--- src/rtl/core/lsst_pkg.sv ---
`timescale 1ns / 1ps
// Package: shared types, codes and constants of the sweep sector tracker.
package lsst_pkg;

  // Configuration port geometry
  localparam int CFG_DATA_W = 16;
  localparam int CFG_IDX_W  = 3;

  // Configuration register indexes
  localparam logic [CFG_IDX_W-1:0] CFG_CLOSE_THR   = 3'd0;
  localparam logic [CFG_IDX_W-1:0] CFG_MIN_SIGNAL  = 3'd1;
  localparam logic [CFG_IDX_W-1:0] CFG_EXP_WIDTH   = 3'd2;
  localparam logic [CFG_IDX_W-1:0] CFG_DEG_PER_SEC = 3'd3;
  localparam logic [CFG_IDX_W-1:0] CFG_HEAD_BIAS   = 3'd4;

  // Register reset values
  localparam logic [15:0] CLOSE_THR_RST  = 16'd52;
  localparam logic [15:0] MIN_SIGNAL_RST = 16'd600;
  localparam logic [8:0]  HEAD_BIAS_RST  = 9'd200;

  // Event codes on the result channel
  localparam logic [1:0] EV_TARGET       = 2'd0;
  localparam logic [1:0] EV_NO_TARGET    = 2'd1;
  localparam logic [1:0] EV_REHOME_WIDTH = 2'd2;
  localparam logic [1:0] EV_REHOME_OVFL  = 2'd3;

  // Rehome once the bad width count goes past this
  localparam logic [2:0] BAD_WIDTH_LIMIT = 3'd5;

  // Stored sector value: -1 bad status, 0 weak, else distance
  typedef logic signed [16:0] sval_t;

  // Controller to datapath
  typedef struct packed {
    logic load;
    logic eval;
    logic scan_step;
    logic head;
    logic emit;
  } ctl_cmd_t;

  // Datapath to controller
  typedef struct packed {
    logic search;
    logic emit_direct;
    logic scan_done;
    logic out_free;
  } ctl_sts_t;

endpackage

--- src/rtl/core/lsst_ifs.sv ---
`timescale 1ns / 1ps
// Interfaces: sample request channel and event request channel.
interface lsst_in_if;
  logic        valid;
  logic        ready;
  logic [15:0] distance_mm;
  logic [7:0]  range_status;
  logic [15:0] signal_per_spad;
  logic [31:0] time_ms;

  modport source (output valid, distance_mm, range_status, signal_per_spad, time_ms,
                  input ready);
  modport sink (input valid, distance_mm, range_status, signal_per_spad, time_ms,
                output ready);
endinterface

interface lsst_out_if;
  logic               valid;
  logic               ready;
  logic [1:0]         event_kind;
  logic signed [12:0] heading_offset_deg;
  logic [15:0]        target_range_mm;
  logic [5:0]         target_sector;

  modport source (output valid, event_kind, heading_offset_deg, target_range_mm,
                  target_sector, input ready);
  modport sink (input valid, event_kind, heading_offset_deg, target_range_mm,
                target_sector, output ready);
endinterface

--- src/rtl/core/lidar_sweep_sector_tracker_core.sv ---
`timescale 1ns / 1ps
// Top level: sweep sector tracker, controller plus datapath.
//
// Usage:
//   in_ch carries one range sample per request (distance, status, signal,
//   millisecond timestamp). out_ch carries at most one event per sample:
//   target found, no target, or a rehome request. cfg_we/cfg_index/cfg_wdata
//   write the threshold, signal floor, expected width, degrees per sector and
//   heading bias registers; write them only while the block is idle.
//   Timing: one sample at a time. A sample is accepted in idle and evaluated
//   in the next cycle; a sample that causes no event frees the input once evaluated.
//   Rehome events and no-target with fewer than two sectors go from the
//   evaluation straight to the emit step. On entering the backstop with two
//   or more stored sectors the scan reads the sector RAM one entry per cycle
//   over N entries, N the number of stored sectors (up to SECTORS), then the
//   heading step runs before the emit. The single RAM read port sets that rate.
//   Reset: synchronous, active low; registers take their defaults and the
//   tracking state clears. The sector RAM needs no clearing pass.
//   Stall: the event sits in an output register until taken; the next
//   sample is still accepted and evaluated, and only a second event waits.
module lidar_sweep_sector_tracker_core #(
  parameter int SECTORS = 64
) (
  input  logic                            clk,
  input  logic                            rst_n,
  lsst_in_if.sink                         in_ch,
  lsst_out_if.source                      out_ch,
  input  logic                            cfg_we,
  input  logic [lsst_pkg::CFG_IDX_W-1:0]  cfg_index,
  input  logic [lsst_pkg::CFG_DATA_W-1:0] cfg_wdata
);

  lsst_pkg::ctl_cmd_t cmd;
  lsst_pkg::ctl_sts_t sts;

  // sequencing
  lsst_ctrl u_ctrl (
    .clk      (clk),
    .rst_n    (rst_n),
    .in_valid (in_ch.valid),
    .in_ready (in_ch.ready),
    .cmd      (cmd),
    .sts      (sts)
  );

  // storage and arithmetic
  lsst_dpath #(
    .SECTORS (SECTORS)
  ) u_dpath (
    .clk                    (clk),
    .rst_n                  (rst_n),
    .cfg_we                 (cfg_we),
    .cfg_index              (cfg_index),
    .cfg_wdata              (cfg_wdata),
    .in_distance_mm         (in_ch.distance_mm),
    .in_range_status        (in_ch.range_status),
    .in_signal_per_spad     (in_ch.signal_per_spad),
    .in_time_ms             (in_ch.time_ms),
    .out_valid              (out_ch.valid),
    .out_ready              (out_ch.ready),
    .out_event_kind         (out_ch.event_kind),
    .out_heading_offset_deg (out_ch.heading_offset_deg),
    .out_target_range_mm    (out_ch.target_range_mm),
    .out_target_sector      (out_ch.target_sector),
    .cmd                    (cmd),
    .sts                    (sts)
  );

endmodule

--- src/rtl/core/lsst_ram.sv ---
`timescale 1ns / 1ps
// Generic single-port-write, single-port-read RAM with registered read data.
module lsst_ram #(
  parameter int WIDTH = 17,
  parameter int DEPTH = 64
) (
  input  logic                     clk,
  input  logic                     we,
  input  logic [$clog2(DEPTH)-1:0] waddr,
  input  logic [WIDTH-1:0]         wdata,
  input  logic                     re,
  input  logic [$clog2(DEPTH)-1:0] raddr,
  output logic [WIDTH-1:0]         rdata
);

  logic [WIDTH-1:0] mem [DEPTH];
  logic [WIDTH-1:0] rdata_r;

  // write port
  always_ff @(posedge clk) begin
    if (we) begin
      mem[waddr] <= wdata;
    end
  end

  // registered read port
  always_ff @(posedge clk) begin
    if (re) begin
      rdata_r <= mem[raddr];
    end
  end

  assign rdata = rdata_r;

endmodule

--- src/rtl/core/lsst_ctrl.sv ---
`timescale 1ns / 1ps
// Controller: sequences load, evaluate, sector scan, heading and emit.
module lsst_ctrl (
  input  logic              clk,
  input  logic              rst_n,
  input  logic              in_valid,
  output logic              in_ready,
  output lsst_pkg::ctl_cmd_t cmd,
  input  lsst_pkg::ctl_sts_t sts
);

  localparam logic [2:0] S_IDLE = 3'd0;
  localparam logic [2:0] S_EVAL = 3'd1;
  localparam logic [2:0] S_SCAN = 3'd2;
  localparam logic [2:0] S_HEAD = 3'd3;
  localparam logic [2:0] S_EMIT = 3'd4;

  logic [2:0] state_r;
  logic [2:0] state_nxt;

  // next state and commands
  always_comb begin
    cmd       = '0;
    state_nxt = state_r;
    in_ready  = (state_r == S_IDLE);
    case (state_r)
      S_IDLE: begin
        if (in_valid) begin
          cmd.load  = 1'b1;
          state_nxt = S_EVAL;
        end
      end
      S_EVAL: begin
        cmd.eval = 1'b1;
        if (sts.search) begin
          state_nxt = S_SCAN;
        end else if (sts.emit_direct) begin
          state_nxt = S_EMIT;
        end else begin
          state_nxt = S_IDLE;
        end
      end
      S_SCAN: begin
        cmd.scan_step = 1'b1;
        if (sts.scan_done) begin
          state_nxt = S_HEAD;
        end
      end
      S_HEAD: begin
        cmd.head  = 1'b1;
        state_nxt = S_EMIT;
      end
      S_EMIT: begin
        if (sts.out_free) begin
          cmd.emit  = 1'b1;
          state_nxt = S_IDLE;
        end
      end
      default: begin
        state_nxt = S_IDLE;
      end
    endcase
  end

  // state register
  always_ff @(posedge clk) begin
    if (!rst_n) begin
      state_r <= S_IDLE;
    end else begin
      state_r <= state_nxt;
    end
  end

  // an accepted request is always evaluated on the next cycle
  a_accept_then_eval: assert property (@(posedge clk) disable iff (!rst_n)
    (in_valid && in_ready) |=> (state_r == S_EVAL))
    else $error("accepted request not evaluated");

  // the output register is never overwritten while it still holds a result
  a_emit_when_free: assert property (@(posedge clk) disable iff (!rst_n)
    cmd.emit |-> sts.out_free)
    else $error("emit while output register busy");

  // only one request in flight: no load outside idle
  a_load_idle: assert property (@(posedge clk) disable iff (!rst_n)
    cmd.load |-> (state_r == S_IDLE))
    else $error("load outside idle");

endmodule

--- src/rtl/core/lsst_dpath.sv ---
`timescale 1ns / 1ps
// Datapath: config registers, tracking state, sector RAM, scan and result register.
module lsst_dpath #(
  parameter int SECTORS = 64
) (
  input  logic                                clk,
  input  logic                                rst_n,
  // configuration
  input  logic                                cfg_we,
  input  logic [lsst_pkg::CFG_IDX_W-1:0]      cfg_index,
  input  logic [lsst_pkg::CFG_DATA_W-1:0]     cfg_wdata,
  // sample payload
  input  logic [15:0]                         in_distance_mm,
  input  logic [7:0]                          in_range_status,
  input  logic [15:0]                         in_signal_per_spad,
  input  logic [31:0]                         in_time_ms,
  // event register
  output logic                                out_valid,
  input  logic                                out_ready,
  output logic [1:0]                          out_event_kind,
  output logic signed [12:0]                  out_heading_offset_deg,
  output logic [15:0]                         out_target_range_mm,
  output logic [5:0]                          out_target_sector,
  // control
  input  lsst_pkg::ctl_cmd_t                  cmd,
  output lsst_pkg::ctl_sts_t                  sts
);

  localparam int IW = $clog2(SECTORS);
  localparam int CW = $clog2(SECTORS + 1);
  localparam int PW = 14 + IW;

  // configuration registers
  logic [15:0] close_thr_r;
  logic [15:0] min_signal_r;
  logic [15:0] exp_width_r;
  logic [13:0] deg_per_sec_r;
  logic [8:0]  head_bias_r;

  always_ff @(posedge clk) begin
    if (!rst_n) begin
      close_thr_r   <= lsst_pkg::CLOSE_THR_RST;
      min_signal_r  <= lsst_pkg::MIN_SIGNAL_RST;
      exp_width_r   <= '0;
      deg_per_sec_r <= '0;
      head_bias_r   <= lsst_pkg::HEAD_BIAS_RST;
    end else if (cfg_we) begin
      case (cfg_index)
        lsst_pkg::CFG_CLOSE_THR:   close_thr_r   <= cfg_wdata;
        lsst_pkg::CFG_MIN_SIGNAL:  min_signal_r  <= cfg_wdata;
        lsst_pkg::CFG_EXP_WIDTH:   exp_width_r   <= cfg_wdata;
        lsst_pkg::CFG_DEG_PER_SEC: deg_per_sec_r <= cfg_wdata[13:0];
        lsst_pkg::CFG_HEAD_BIAS:   head_bias_r   <= cfg_wdata[8:0];
        default: ;
      endcase
    end
  end

  // captured sample
  logic [15:0] dist_r;
  logic [7:0]  status_r;
  logic [15:0] signal_r;
  logic [31:0] time_r;

  always_ff @(posedge clk) begin
    if (cmd.load) begin
      dist_r   <= in_distance_mm;
      status_r <= in_range_status;
      signal_r <= in_signal_per_spad;
      time_r   <= in_time_ms;
    end
  end

  // tracking state
  logic [15:0]   last_raw_r, last_raw_nxt;
  logic          in_bs_r, in_bs_nxt;
  logic [31:0]   bs_start_r, bs_start_nxt;
  logic [2:0]    bad_cnt_r, bad_cnt_nxt;
  logic [CW-1:0] sec_cnt_r, sec_cnt_nxt;
  logic [1:0]    res_kind_r, res_kind_nxt;

  // sample classification
  logic                dup;
  lsst_pkg::sval_t     value;
  logic                backstop;
  logic [31:0]         width;
  logic                bad;
  logic [2:0]          bad_inc;
  logic                entering;
  logic                leaving;
  logic                rehome_w;
  logic                ovfl;
  logic                store;
  logic [CW-1:0]       eff_cnt;

  always_comb begin
    dup = (dist_r == last_raw_r);
    if (status_r != 8'd0) begin
      value = -17'sd1;
    end else if (signal_r < min_signal_r) begin
      value = '0;
    end else begin
      value = lsst_pkg::sval_t'({1'b0, dist_r});
    end
    backstop = (status_r == 8'd0) && (signal_r >= min_signal_r) &&
               (dist_r != 16'd0) && (dist_r <= close_thr_r);
    width    = time_r - bs_start_r;
    bad      = (width > 32'({exp_width_r, 1'b0})) || (width < 32'(exp_width_r[15:1]));
    bad_inc  = bad_cnt_r + {2'b00, bad};
    entering = !dup && backstop && !in_bs_r;
    leaving  = !dup && !backstop && in_bs_r;
    rehome_w = leaving && (bad_inc > lsst_pkg::BAD_WIDTH_LIMIT);
    eff_cnt  = leaving ? '0 : sec_cnt_r;
    ovfl     = !dup && !backstop && !rehome_w && (eff_cnt == CW'(SECTORS));
    store    = !dup && !backstop && !rehome_w && !ovfl;
  end

  // state update on evaluate
  always_comb begin
    last_raw_nxt = last_raw_r;
    in_bs_nxt    = in_bs_r;
    bs_start_nxt = bs_start_r;
    bad_cnt_nxt  = bad_cnt_r;
    sec_cnt_nxt  = sec_cnt_r;
    res_kind_nxt = res_kind_r;
    if (cmd.eval) begin
      if (!dup) begin
        last_raw_nxt = dist_r;
      end
      if (entering) begin
        in_bs_nxt    = 1'b1;
        bs_start_nxt = time_r;
      end
      if (leaving) begin
        in_bs_nxt   = 1'b0;
        bad_cnt_nxt = bad_inc;
        sec_cnt_nxt = '0;
      end
      if (rehome_w || ovfl) begin
        in_bs_nxt    = 1'b0;
        bs_start_nxt = '0;
        bad_cnt_nxt  = '0;
        sec_cnt_nxt  = '0;
      end
      if (store) begin
        sec_cnt_nxt = eff_cnt + CW'(1);
      end
      if (rehome_w) begin
        res_kind_nxt = lsst_pkg::EV_REHOME_WIDTH;
      end else if (ovfl) begin
        res_kind_nxt = lsst_pkg::EV_REHOME_OVFL;
      end else begin
        res_kind_nxt = lsst_pkg::EV_TARGET;
      end
    end
  end

  always_ff @(posedge clk) begin
    if (!rst_n) begin
      last_raw_r <= '0;
      in_bs_r    <= 1'b0;
      bs_start_r <= '0;
      bad_cnt_r  <= '0;
      sec_cnt_r  <= '0;
      res_kind_r <= lsst_pkg::EV_TARGET;
    end else begin
      last_raw_r <= last_raw_nxt;
      in_bs_r    <= in_bs_nxt;
      bs_start_r <= bs_start_nxt;
      bad_cnt_r  <= bad_cnt_nxt;
      sec_cnt_r  <= sec_cnt_nxt;
      res_kind_r <= res_kind_nxt;
    end
  end

  assign sts.search      = entering && (sec_cnt_r >= CW'(2));
  assign sts.emit_direct = (entering && (sec_cnt_r < CW'(2))) || rehome_w || ovfl;

  // sector store
  logic [IW-1:0] scan_addr_r;
  logic          issuing_r;
  logic          ram_re;
  logic [16:0]   ram_rdata;

  assign ram_re = cmd.scan_step && issuing_r;

  lsst_ram #(
    .WIDTH (17),
    .DEPTH (SECTORS)
  ) u_sector_ram (
    .clk   (clk),
    .we    (cmd.eval && store),
    .waddr (eff_cnt[IW-1:0]),
    .wdata (value),
    .re    (ram_re),
    .raddr (scan_addr_r),
    .rdata (ram_rdata)
  );

  // sector scan: one read issued and one compare per cycle
  logic            dv_r;
  logic [IW-1:0]   dv_idx_r;
  lsst_pkg::sval_t prev_r;
  lsst_pkg::sval_t best_r;
  logic [IW-1:0]   best_idx_r;
  logic            found_r;
  logic [CW-1:0]   last_idx;
  lsst_pkg::sval_t rd_val;

  assign last_idx      = sec_cnt_r - CW'(1);
  assign rd_val        = lsst_pkg::sval_t'(ram_rdata);
  assign sts.scan_done = dv_r && (CW'(dv_idx_r) == last_idx);

  always_ff @(posedge clk) begin
    if (!rst_n) begin
      issuing_r <= 1'b0;
      dv_r      <= 1'b0;
    end else if (cmd.eval) begin
      issuing_r <= 1'b1;
      dv_r      <= 1'b0;
    end else if (cmd.scan_step) begin
      dv_r <= issuing_r;
      if (issuing_r && (CW'(scan_addr_r) == last_idx)) begin
        issuing_r <= 1'b0;
      end
    end
  end

  always_ff @(posedge clk) begin
    if (cmd.eval) begin
      scan_addr_r <= '0;
      prev_r      <= '0;
      best_r      <= '0;
      best_idx_r  <= '0;
      found_r     <= 1'b0;
    end else if (cmd.scan_step) begin
      dv_idx_r <= scan_addr_r;
      if (issuing_r && (CW'(scan_addr_r) != last_idx)) begin
        scan_addr_r <= scan_addr_r + IW'(1);
      end
      if (dv_r) begin
        // first strictly larger value with a positive left neighbour
        if ((dv_idx_r != '0) && (rd_val > best_r) && (prev_r > 17'sd0)) begin
          best_r     <= rd_val;
          best_idx_r <= dv_idx_r;
          found_r    <= 1'b1;
        end
        prev_r <= rd_val;
      end
    end
  end

  // heading product, registered before the bias subtract
  logic [PW-1:0] prod_r;

  always_ff @(posedge clk) begin
    if (cmd.head) begin
      prod_r <= PW'(deg_per_sec_r) * PW'(best_idx_r);
    end
  end

  logic [31:0] prod_ext;
  logic [31:0] idx_ext;
  logic [12:0] head_raw;

  assign prod_ext = 32'(prod_r);
  assign idx_ext  = 32'(best_idx_r);
  assign head_raw = prod_ext[20:8] - {4'b0000, head_bias_r};

  // output register
  logic               out_valid_r;
  logic [1:0]         out_kind_r;
  logic signed [12:0] out_head_r;
  logic [15:0]        out_range_r;
  logic [5:0]         out_sector_r;

  assign sts.out_free = !out_valid_r || out_ready;

  always_ff @(posedge clk) begin
    if (!rst_n) begin
      out_valid_r <= 1'b0;
    end else if (cmd.emit) begin
      out_valid_r <= 1'b1;
    end else if (out_ready) begin
      out_valid_r <= 1'b0;
    end
  end

  always_ff @(posedge clk) begin
    if (cmd.emit) begin
      if ((res_kind_r == lsst_pkg::EV_TARGET) && found_r) begin
        out_kind_r   <= lsst_pkg::EV_TARGET;
        out_head_r   <= $signed(head_raw);
        out_range_r  <= best_r[15:0];
        out_sector_r <= idx_ext[5:0];
      end else begin
        out_kind_r   <= (res_kind_r == lsst_pkg::EV_TARGET) ? lsst_pkg::EV_NO_TARGET
                                                            : res_kind_r;
        out_head_r   <= '0;
        out_range_r  <= '0;
        out_sector_r <= '0;
      end
    end
  end

  assign out_valid              = out_valid_r;
  assign out_event_kind         = out_kind_r;
  assign out_heading_offset_deg = out_head_r;
  assign out_target_range_mm    = out_range_r;
  assign out_target_sector      = out_sector_r;

  // sector count never passes the store depth
  a_cnt_bound: assert property (@(posedge clk) disable iff (!rst_n)
    sec_cnt_r <= CW'(SECTORS))
    else $error("sector count past depth");

  // bad width count is cleared by the rehome before it can pass the limit
  a_bad_bound: assert property (@(posedge clk) disable iff (!rst_n)
    bad_cnt_r <= lsst_pkg::BAD_WIDTH_LIMIT)
    else $error("bad width count past limit");

  // the scan only reads sectors written since the last clear
  a_read_written: assert property (@(posedge clk) disable iff (!rst_n)
    ram_re |-> (CW'(scan_addr_r) < sec_cnt_r))
    else $error("scan reads unwritten sector");

endmodule
--- src/flat_wrapper.sv ---
// flat-port wrapper written by rule: the top's interface ports become plain ports
module lidar_sweep_sector_tracker_core_flat 
#(
  parameter int SECTORS = 64
)
  (clk, rst_n, cfg_we, cfg_index, cfg_wdata, in_ch_valid, in_ch_distance_mm, in_ch_range_status, in_ch_signal_per_spad, in_ch_time_ms, in_ch_ready, out_ch_valid, out_ch_event_kind, out_ch_heading_offset_deg, out_ch_target_range_mm, out_ch_target_sector, out_ch_ready);
  lsst_in_if in_ch_i ();
  lsst_out_if out_ch_i ();
  input  logic clk;
  input  logic rst_n;
  input  logic cfg_we;
  input  logic [lsst_pkg::CFG_IDX_W-1:0] cfg_index;
  input  logic [lsst_pkg::CFG_DATA_W-1:0] cfg_wdata;
  input wire logic [$bits(in_ch_i.valid)-1:0] in_ch_valid;
  input wire logic [$bits(in_ch_i.distance_mm)-1:0] in_ch_distance_mm;
  input wire logic [$bits(in_ch_i.range_status)-1:0] in_ch_range_status;
  input wire logic [$bits(in_ch_i.signal_per_spad)-1:0] in_ch_signal_per_spad;
  input wire logic [$bits(in_ch_i.time_ms)-1:0] in_ch_time_ms;
  output wire logic [$bits(in_ch_i.ready)-1:0] in_ch_ready;
  output wire logic [$bits(out_ch_i.valid)-1:0] out_ch_valid;
  output wire logic [$bits(out_ch_i.event_kind)-1:0] out_ch_event_kind;
  output wire logic [$bits(out_ch_i.heading_offset_deg)-1:0] out_ch_heading_offset_deg;
  output wire logic [$bits(out_ch_i.target_range_mm)-1:0] out_ch_target_range_mm;
  output wire logic [$bits(out_ch_i.target_sector)-1:0] out_ch_target_sector;
  input wire logic [$bits(out_ch_i.ready)-1:0] out_ch_ready;
  assign in_ch_i.valid = in_ch_valid;
  assign in_ch_i.distance_mm = in_ch_distance_mm;
  assign in_ch_i.range_status = in_ch_range_status;
  assign in_ch_i.signal_per_spad = in_ch_signal_per_spad;
  assign in_ch_i.time_ms = in_ch_time_ms;
  assign in_ch_ready = in_ch_i.ready;
  assign out_ch_valid = out_ch_i.valid;
  assign out_ch_event_kind = out_ch_i.event_kind;
  assign out_ch_heading_offset_deg = out_ch_i.heading_offset_deg;
  assign out_ch_target_range_mm = out_ch_i.target_range_mm;
  assign out_ch_target_sector = out_ch_i.target_sector;
  assign out_ch_i.ready = out_ch_ready;
  lidar_sweep_sector_tracker_core #(.SECTORS(SECTORS)) u_core (.clk(clk), .rst_n(rst_n), .in_ch(in_ch_i), .out_ch(out_ch_i), .cfg_we(cfg_we), .cfg_index(cfg_index), .cfg_wdata(cfg_wdata));
endmodule
--- config.mk ---
export PLATFORM = sky130hd
export DESIGN_NAME = lidar_sweep_sector_tracker_core_flat
export DESIGN_NICKNAME = d
export VERILOG_FILES = /design/src/rtl/core/lsst_pkg.sv /design/src/rtl/core/lsst_ifs.sv /design/src/rtl/core/lidar_sweep_sector_tracker_core.sv /design/src/rtl/core/lsst_ram.sv /design/src/rtl/core/lsst_ctrl.sv /design/src/rtl/core/lsst_dpath.sv /design/src/flat_wrapper.sv
export SDC_FILE = /design/constraint.sdc
export NUM_CORES = 2
export LEC_CHECK = 0
export ABC_AREA = 0
export ABC_CLOCK_PERIOD_IN_PS = 16500
export BUFFER_PORTS_ARGS = -buffer_cell sky130_fd_sc_hd__buf_2
export CORE_UTILIZATION = 45
export CTS_CLUSTER_SIZE = 14
export DETAILED_ROUTE_END_ITERATION = 12
export PLACE_DENSITY = 0.66
export SETUP_SLACK_MARGIN = 0.2
export SLEW_MARGIN = 20
export SYNTH_ARGS = -nofsm -noshare
export SYNTH_HDL_FRONTEND = slang
export SYNTH_SLANG_ARGS = --single-unit
--- constraint.sdc ---
create_clock -name clk -period 16.5 [get_ports clk]
set_clock_uncertainty 0.05 [all_clocks]
set_input_delay 2.475 -clock clk [delete_from_list [all_inputs] [get_ports clk]]
set_output_delay 2.475 -clock clk [all_outputs]
set_load 0.03 [all_outputs]
# After elaboration in Yosys (flattened, before gate mapping)
# Memories as Yosys holds them, arrays and structs flattened. A register that Yosys moved wholly into a read port is not among the register bits.
# Index checks and enable logic that the tools add are counted.
[word_totals]
reg_bits = 320
ram_bits = 1088
inputBits = 96
out_inout_bits = 39
wordCells = 165
memories = 1
[mem_list]
columns = ["memory", "depth", "width", "read_ports", "rd_ports_with_merged_regs", "write_ports", "line", "text"]
rows = [
  ["u_core.u_dpath.u_sector_ram.mem", 64, 17, 1, 1, 1, "lsst_ram.sv:16", "logic [WIDTH-1:0] mem [DEPTH];"],
]
[op_classes]
add_sub_neg = 6
multipliers = 1
order_cmp = 10
eq_ne = 16
mux = 35
n_bitwise = 3
reduce_logical = 62
[op_table]
columns = ["operator", "n"]
rows = [
  ["32-bit two-way mux", 2],
  ["32-bit by 17-bit > comparator with 1-bit output", 1],
  ["32-bit by 15-bit less-than comparator with 1-bit output", 1],
  ["32-bit subtractor", 1],
  ["2-bit AND reduction", 13],
  ["1-bit logical AND", 21],
  ["3-bit two-way mux", 7],
  ["7-bit two-way mux", 3],
  ["14-bit by 6-bit multiplier with 20-bit output", 1],
  ["1-bit two-way mux", 18],
  ["17-bit by 1-bit > comparator with 1-bit output, second input constant", 1],
  ["17-bit > comparator", 1],
  ["17-bit two-way mux", 1],
  ["16-bit == test", 1],
  ["16-bit greater-or-equal comparator", 1],
  ["16-bit less-or-equal comparator", 1],
  ["16-bit less-than comparator", 1],
  ["16-bit two-way mux", 1],
  ["16-bit nonzero test", 1],
  ["3-bit case mux with 5 select lines", 1],
  ["6-bit by 7-bit == test with 1-bit output", 2],
  ["12-bit by 9-bit subtractor with 13-bit output", 1],
  ["3-bit by 2-bit == test with 1-bit output, second input constant", 4],
  ["2-bit nonzero test", 5],
  ["25 further kinds", 43],
]

# Logic depth before layout (Yosys ltp)
[logic_depth]
depth_word = 16
depth_mapped = 32
depth_no_buf = 30

# By module
# Synthesis repeated with hierarchy kept, for this count alone.
[hier_totals]
hier_cells = 3843
area_unflattened_um2 = 60385.4
[by_module_without_submodules]
columns = ["module", "instances", "cells_each", "area_each_um2", "seq_area_each_um2"]
rows = [
  ["lsst_ram", 1, 1953, 42517.0, 33181.8],
  ["lsst_dpath", 1, 1865, 17660.7, 7457.2],
  ["lsst_ctrl", 1, 25, 207.7, 60.1],
]

# Worst setup path before layout
# No wires, ideal clock.
[synth_timing]
kind = "reg2reg"
start = "reg u_core.u_dpath.time_r[0]"
end = "mem u_core.u_dpath.u_sector_ram.mem[0][0] (enable)"
setup_ns = 0.435
arrival_ns = 6.215
required_time_ns = 16.015
slack_ns = 9.800
stages_incl_launch_ff = 27
n_path_buf = 0
synth_period_minus_slack_ns = 6.700
cell_sequence = "edfxtp_1 inv_1 ha_1 fa_1 nor2b_1 o31a_1 a21oi_1 a31oi_1 nor2_1 o21ai_0 a21oi_1 xnor2_1 ha_1 and3_1 a221oi_1 and4_1 a2111oi_2 nand4_1 nor4_1 o2111ai_1 ha_1 ha_1 xor2_1 nand3_1 o21a_1 nand2_1 nor4_1"
[synth_between]
elab_chain_len = 14
elab_cells_between_ends = 15
cone_classes = "add/sub (2); order compare (3); mux (2); reduce/logical (8)"
[synth_rtl]
columns = ["element", "line", "text"]
rows = [
  ["start, declared", "lsst_dpath.sv:63", "logic [31:0] time_r;"],
  ["start signal, assigned", "lsst_dpath.sv:70", "time_r <= in_time_ms;"],
  ["32-bit subtractor *", "lsst_dpath.sv:107", "width = time_r - bs_start_r;"],
  ["32-bit by 17-bit > comparator with 1-bit output / 32-bit by 15-bit less-than comparator with 1-bit output (equally long branches)", "lsst_dpath.sv:108", "bad = (width > 32'({exp_width_r, 1'b0})) || (width < 32'(exp_width_r[15:1]));"],
  ["1-bit logical OR *", "lsst_dpath.sv:108", ""],
  ["3-bit by 1-bit adder with 3-bit output *", "lsst_dpath.sv:109", "bad_inc = bad_cnt_r + {2'b00, bad};"],
  ["3-bit > comparator *", "lsst_dpath.sv:112", "rehome_w = leaving && (bad_inc > lsst_pkg::BAD_WIDTH_LIMIT);"],
  ["1-bit logical AND *", "lsst_dpath.sv:112", ""],
  ["1-bit zero test *", "lsst_dpath.sv:114, lsst_dpath.sv:115", ""],
  ["1-bit logical AND *", "lsst_dpath.sv:114, lsst_dpath.sv:115", ""],
  ["1-bit logical AND", "lsst_dpath.sv:114", "ovfl = !dup && !backstop && !rehome_w && (eff_cnt == CW'(SECTORS));"],
  ["1-bit zero test", "lsst_dpath.sv:115", "store = !dup && !backstop && !rehome_w && !ovfl;"],
  ["1-bit logical AND *", "lsst_dpath.sv:115", ""],
  ["1-bit logical AND *", "lsst_dpath.sv:192", ".we (cmd.eval && store),"],
  ["1-bit two-way mux *", "lsst_ram.sv:21", "if (we) begin"],
  ["1-bit two-way mux (not written as such) *", "lsst_ram.sv:22", "mem[waddr] <= wdata;"],
  ["end, declared", "lsst_ram.sv:16", ""],
]
# Mark *: on every way between the ends. The rest lies on a longest branch, timed or not.

# Worst setup path in the final report
[layout_timing]
start = "reg u_core.u_dpath.time_r[4]"
end = "mem u_core.u_dpath.u_sector_ram.mem[19][5] (enable)"
# The elaborated chain is that of the path after synthesis.

==> results.md <==
* Status: finished clean
* Maxcap violations at 0
* Post-CTS Hold Buffers at 0
* WP data arrival at 7.52 ns
* Clock root buffer: clkbuf_16
* Crit-path max FO at 17
* Comb pwr share at 2.4%
* CTS tree: yes
* Worst-Margin Slew at 1.10 ns
* Via count at 32,500
* Via density at 5.73
* Finished Layout Cells at 5,673
* Number of CTS-inserted buffers at 148
* Die X at 367 µm
* Die Span Y at 367 µm
* FP Rows at 133
* Share of layout cells above drive strength 1 at 22.3%
* M3 GR Usage at 5.37%
* Clock Path Buffers at 3
* Vias in the first global route at 32,300
* H-tree depth at 4
* Clock sink count at 1,417
* Layout area overhead at 13.4%
* Post-route DRC at 0
* Clk_lat worst skew at 0.79 ns
* Crit path launch type: register
* Setup Viol. Count Final at 0
* Average wire per standard cell at 24.8 µm
* Drt first pass iters at 7
* FMAX at 0.140 GHz
* Max IR drop VDD at 0.0771 mV
* Tcrit/Tclk final at 43.1%
* Yosys cell types at 70
* Pre-CTS WS at 9.48 ns
* Busiest grt layer: met2
* Initial drt markers at 3,268
* Top cells by area, synth: edfxtp_1 (62%), mux4_2 (13%), dfxtp_1 (6.2%)
* Filler instances at 10,600
* Crit Path Class: reg -> reg
* Placed Area at 63,200 µm²
* Post-cts resize count at 0
* Setup WS post-layout at 9.38 ns
* Synth Register Bits at 1,417
* Sw power at 1.55 mW
* I/O Buffers at 134
* Dominant cell type by area after synthesis: edfxtp_1
* Crit path max-delay cell type: o31ai_1
* CP peak stage delay at 0.44 ns
* Min cycle time layout at 7.12 ns
* Ys flop type: edfxtp_1
* Grt total ovfl at 0
* Die Area at 135,000 µm²
* Leak at 24.9 nW
* Number of top-level pins at 135
* Slew Limit Fails at 0
* Post-CTS Setup Bufs at 0
* Worst path required time at 16.90 ns
* Power Dens Cells at 108 nW/µm²
* Met2 GRT Util at 33.0%
* Synth warn at 0
* Seq/Total Area, Yosys at 67.9%
* HPWL Detailed at 87,000 µm
* Fin area at 68,000 µm²
* Initial antenna violation count at 9
* Syn Nets at 3,873
* Reg clk slew, reported paths at 0.06 ns
* Synth async-reset ratio at 0%
* Unrepaired setup endpoints after global routing: false
* Synth Area per Inst at 16.8 µm²
* Family with the most delay on the worst path: simple AND/OR/NAND/NOR gates
* Register share of total power at 52.9%
* Final wirelength at 141,000 µm
* Final #Nets at 4,093
* HP Class: reg -> reg
* Pin count of the biggest net entering global routing at 131
* Clock Power Share at 44.7%
* Core Area at 132,000 µm²
* Internal power at 5.79 mW
* Top-area cell type share of the netlist area at 61.7%
* Area of the mapped netlist at 60,000 µm²
* Worst Setup End Kind: register
* Switching share of power at 21.1%
* CP Buf/Inv Count at 1
* First-pass GRT wire length at 210,000 µm
* Initial Util at 45.5%
* GR Layer Usage met1 at 28.9%
* Max-Slew Margin vs Limit at 26.7%
* Final ANT Viol Nets at 0
* Post-layout util at 51.6%
* GRT Overall Usage at 21.0%
* Fin. Hold Viols at 0
* Setup_tns at 0 ns
* DP Cell Count at 5,401
* Final GP Congestion at 0.887
* Mapped Cells at 3,576
* Number of synthesized flops with an enable pin at 1,232
[per-stage QoR]
step | power, mW | hold WS, ns
CTS | 7.40 | 0.406
global placement | 4.13 | 0.394
floorplan | 4.07 | 0.356
global route | 7.55 | 0.437
detailed placement | 4.13 | 0.397
finish | 7.34 | 0.404
[layer usage]
metal  part of all wire, %  routed length (µm)  vias up
met4                   2.6                3630        2
met2                    48               67100     1209
met5                0.0078                  11        -
met3                   8.1               11400      214
li1                      -                   -    14300
met1                    42               58600    16800
[kinds of logic (layout without fill, tap and decap cells)]
group           after synthesis  in the layout  synth area share, %
fa+ha+maj                   201            201                 4.82
compound gates              381            381                 4.40
flops                      1417           1417                 67.9
other cells                   0              1                    0
simple gates                780            780                 5.88
buf+inv                     346            687                 2.20
mux                         377            377                 13.7
xor+xnor                     74             74                 1.08
[cells in the final DEF, fill, tap and decap left out, types with 30 or more instances in the layout]
master	n
edfxtp_1	1232
nand2_1	362
mux4_2	357
inv_1	182
dfxtp_1	181
clkbuf_16	152
ha_1	151
nor2_1	143
buf_2	134
buf_4	98
a21boi_0	77
a21oi_1	75
o21ai_0	53
xnor2_1	50
fa_1	50
nor2b_1	40
nand3_1	37
a22o_1	34
clkinv_2	33
nand4_1	31
clkbuf_1	30
[sequential cells by signal (all words and copies together) (netlist names), 8 cells and up]
name,flops
u_core.u_dpath.out_target_range_mm,16
u_core.u_dpath.exp_width_r,16
u_core.u_dpath.signal_r,16
u_core.u_dpath.close_thr_r,16
u_core.u_dpath.time_r,32
u_core.u_dpath.dist_r,16
u_core.u_dpath.u_sector_ram.rdata,17
u_core.u_dpath.head_bias_r,9
u_core.u_dpath.prev_r,17
u_core.u_dpath.bs_start_r,32
u_core.u_dpath.min_signal_r,16
u_core.u_dpath.prod_r,12
u_core.u_dpath.best_r,17
u_core.u_dpath.out_heading_offset_deg,13
u_core.u_dpath.status_r,8
u_core.u_dpath.last_raw_r,16
u_core.u_dpath.deg_per_sec_r,14
u_core.u_dpath.u_sector_ram.mem,1088
[cells in the mapped netlist, types with 5 or more instances]
cell type  instances
a22o_1            34
dfxtp_1          185
nand4_1           31
nand2_1          379
clkbuf_1         123
a211oi_1           9
edfxtp_1        1232
xnor2_1           50
nor3_1            30
mux2i_1           17
fa_1              50
buf_2             10
a31oi_1            6
a21o_1            26
ha_1             151
o21ai_0           53
a21oi_1           75
nor2b_1           41
o31ai_1           20
mux4_2           357
nand3_1           37
nor2_1           153
and2_1            29
nand2b_1          11
buf_1             29
o21a_1            16
nor4_1            21
o211ai_1          17
and3_1            18
inv_1            182
and4_1             5
xor2_1            24
a21boi_0          77
[final timing paths]
check / startpoint / end / slack [ns] / cells after the start
min reg2reg: u_core.u_dpath.prev_r[14]$_SDFFE_PP0P_ / u_core.u_dpath.prev_r[14]$_SDFFE_PP0P_ / 0.40 / 2
min: u_core.u_dpath.prev_r[14]$_SDFFE_PP0P_ / u_core.u_dpath.prev_r[14]$_SDFFE_PP0P_ / 0.40 / 2
max: u_core.u_dpath.time_r[4]$_DFFE_PP_ / u_core.u_dpath.u_sector_ram.mem[19][5]$_DFFE_PP_ / 9.38 / 29
max reg2reg: u_core.u_dpath.time_r[4]$_DFFE_PP_ / u_core.u_dpath.u_sector_ram.mem[19][5]$_DFFE_PP_ / 9.38 / 29
[worst reg2reg max path, delay by kind of cell (launching register included)]
family                     cells  cell delay [ns]
buffers and inverters          1             0.29
and+or+nand+nor               12             2.39
AOI/OAI and AO/OA             10             2.13
xor gates and xnor gates       2             0.33
DFF                            1             0.39
adders and majority gates      4             1.17
[power by group through the flow]
| stage | sequential [mW] | clock, mW | combinational [mW] |
|---|---|---|---|
| global placement | 3.96 | 0 | 0.170 |
| global route | 3.88 | 3.48 | 0.194 |
| detailed placement | 3.96 | 0 | 0.173 |
| finish | 3.88 | 3.28 | 0.174 |
| floorplan | 3.95 | 0 | 0.116 |
| CTS | 3.88 | 3.35 | 0.174 |
[area by class of cell]
type | count | area [µm²] | share of cell area (%)
Timing Repair Buffer | 233 | 1430 | 2.10
Antenna cell | 1 | 2.50 | 0.00368
Clock buffer | 185 | 3960 | 5.82
Clock inverter | 86 | 872 | 1.28
Inverter | 183 | 687 | 1.01
Multi-Input combinational cell | 1813 | 18100 | 26.7
Tap cell | 1755 | 2200 | 3.23
Sequential cell | 1417 | 40700 | 59.9
Note: power is estimated with default switching activity, not from simulation.
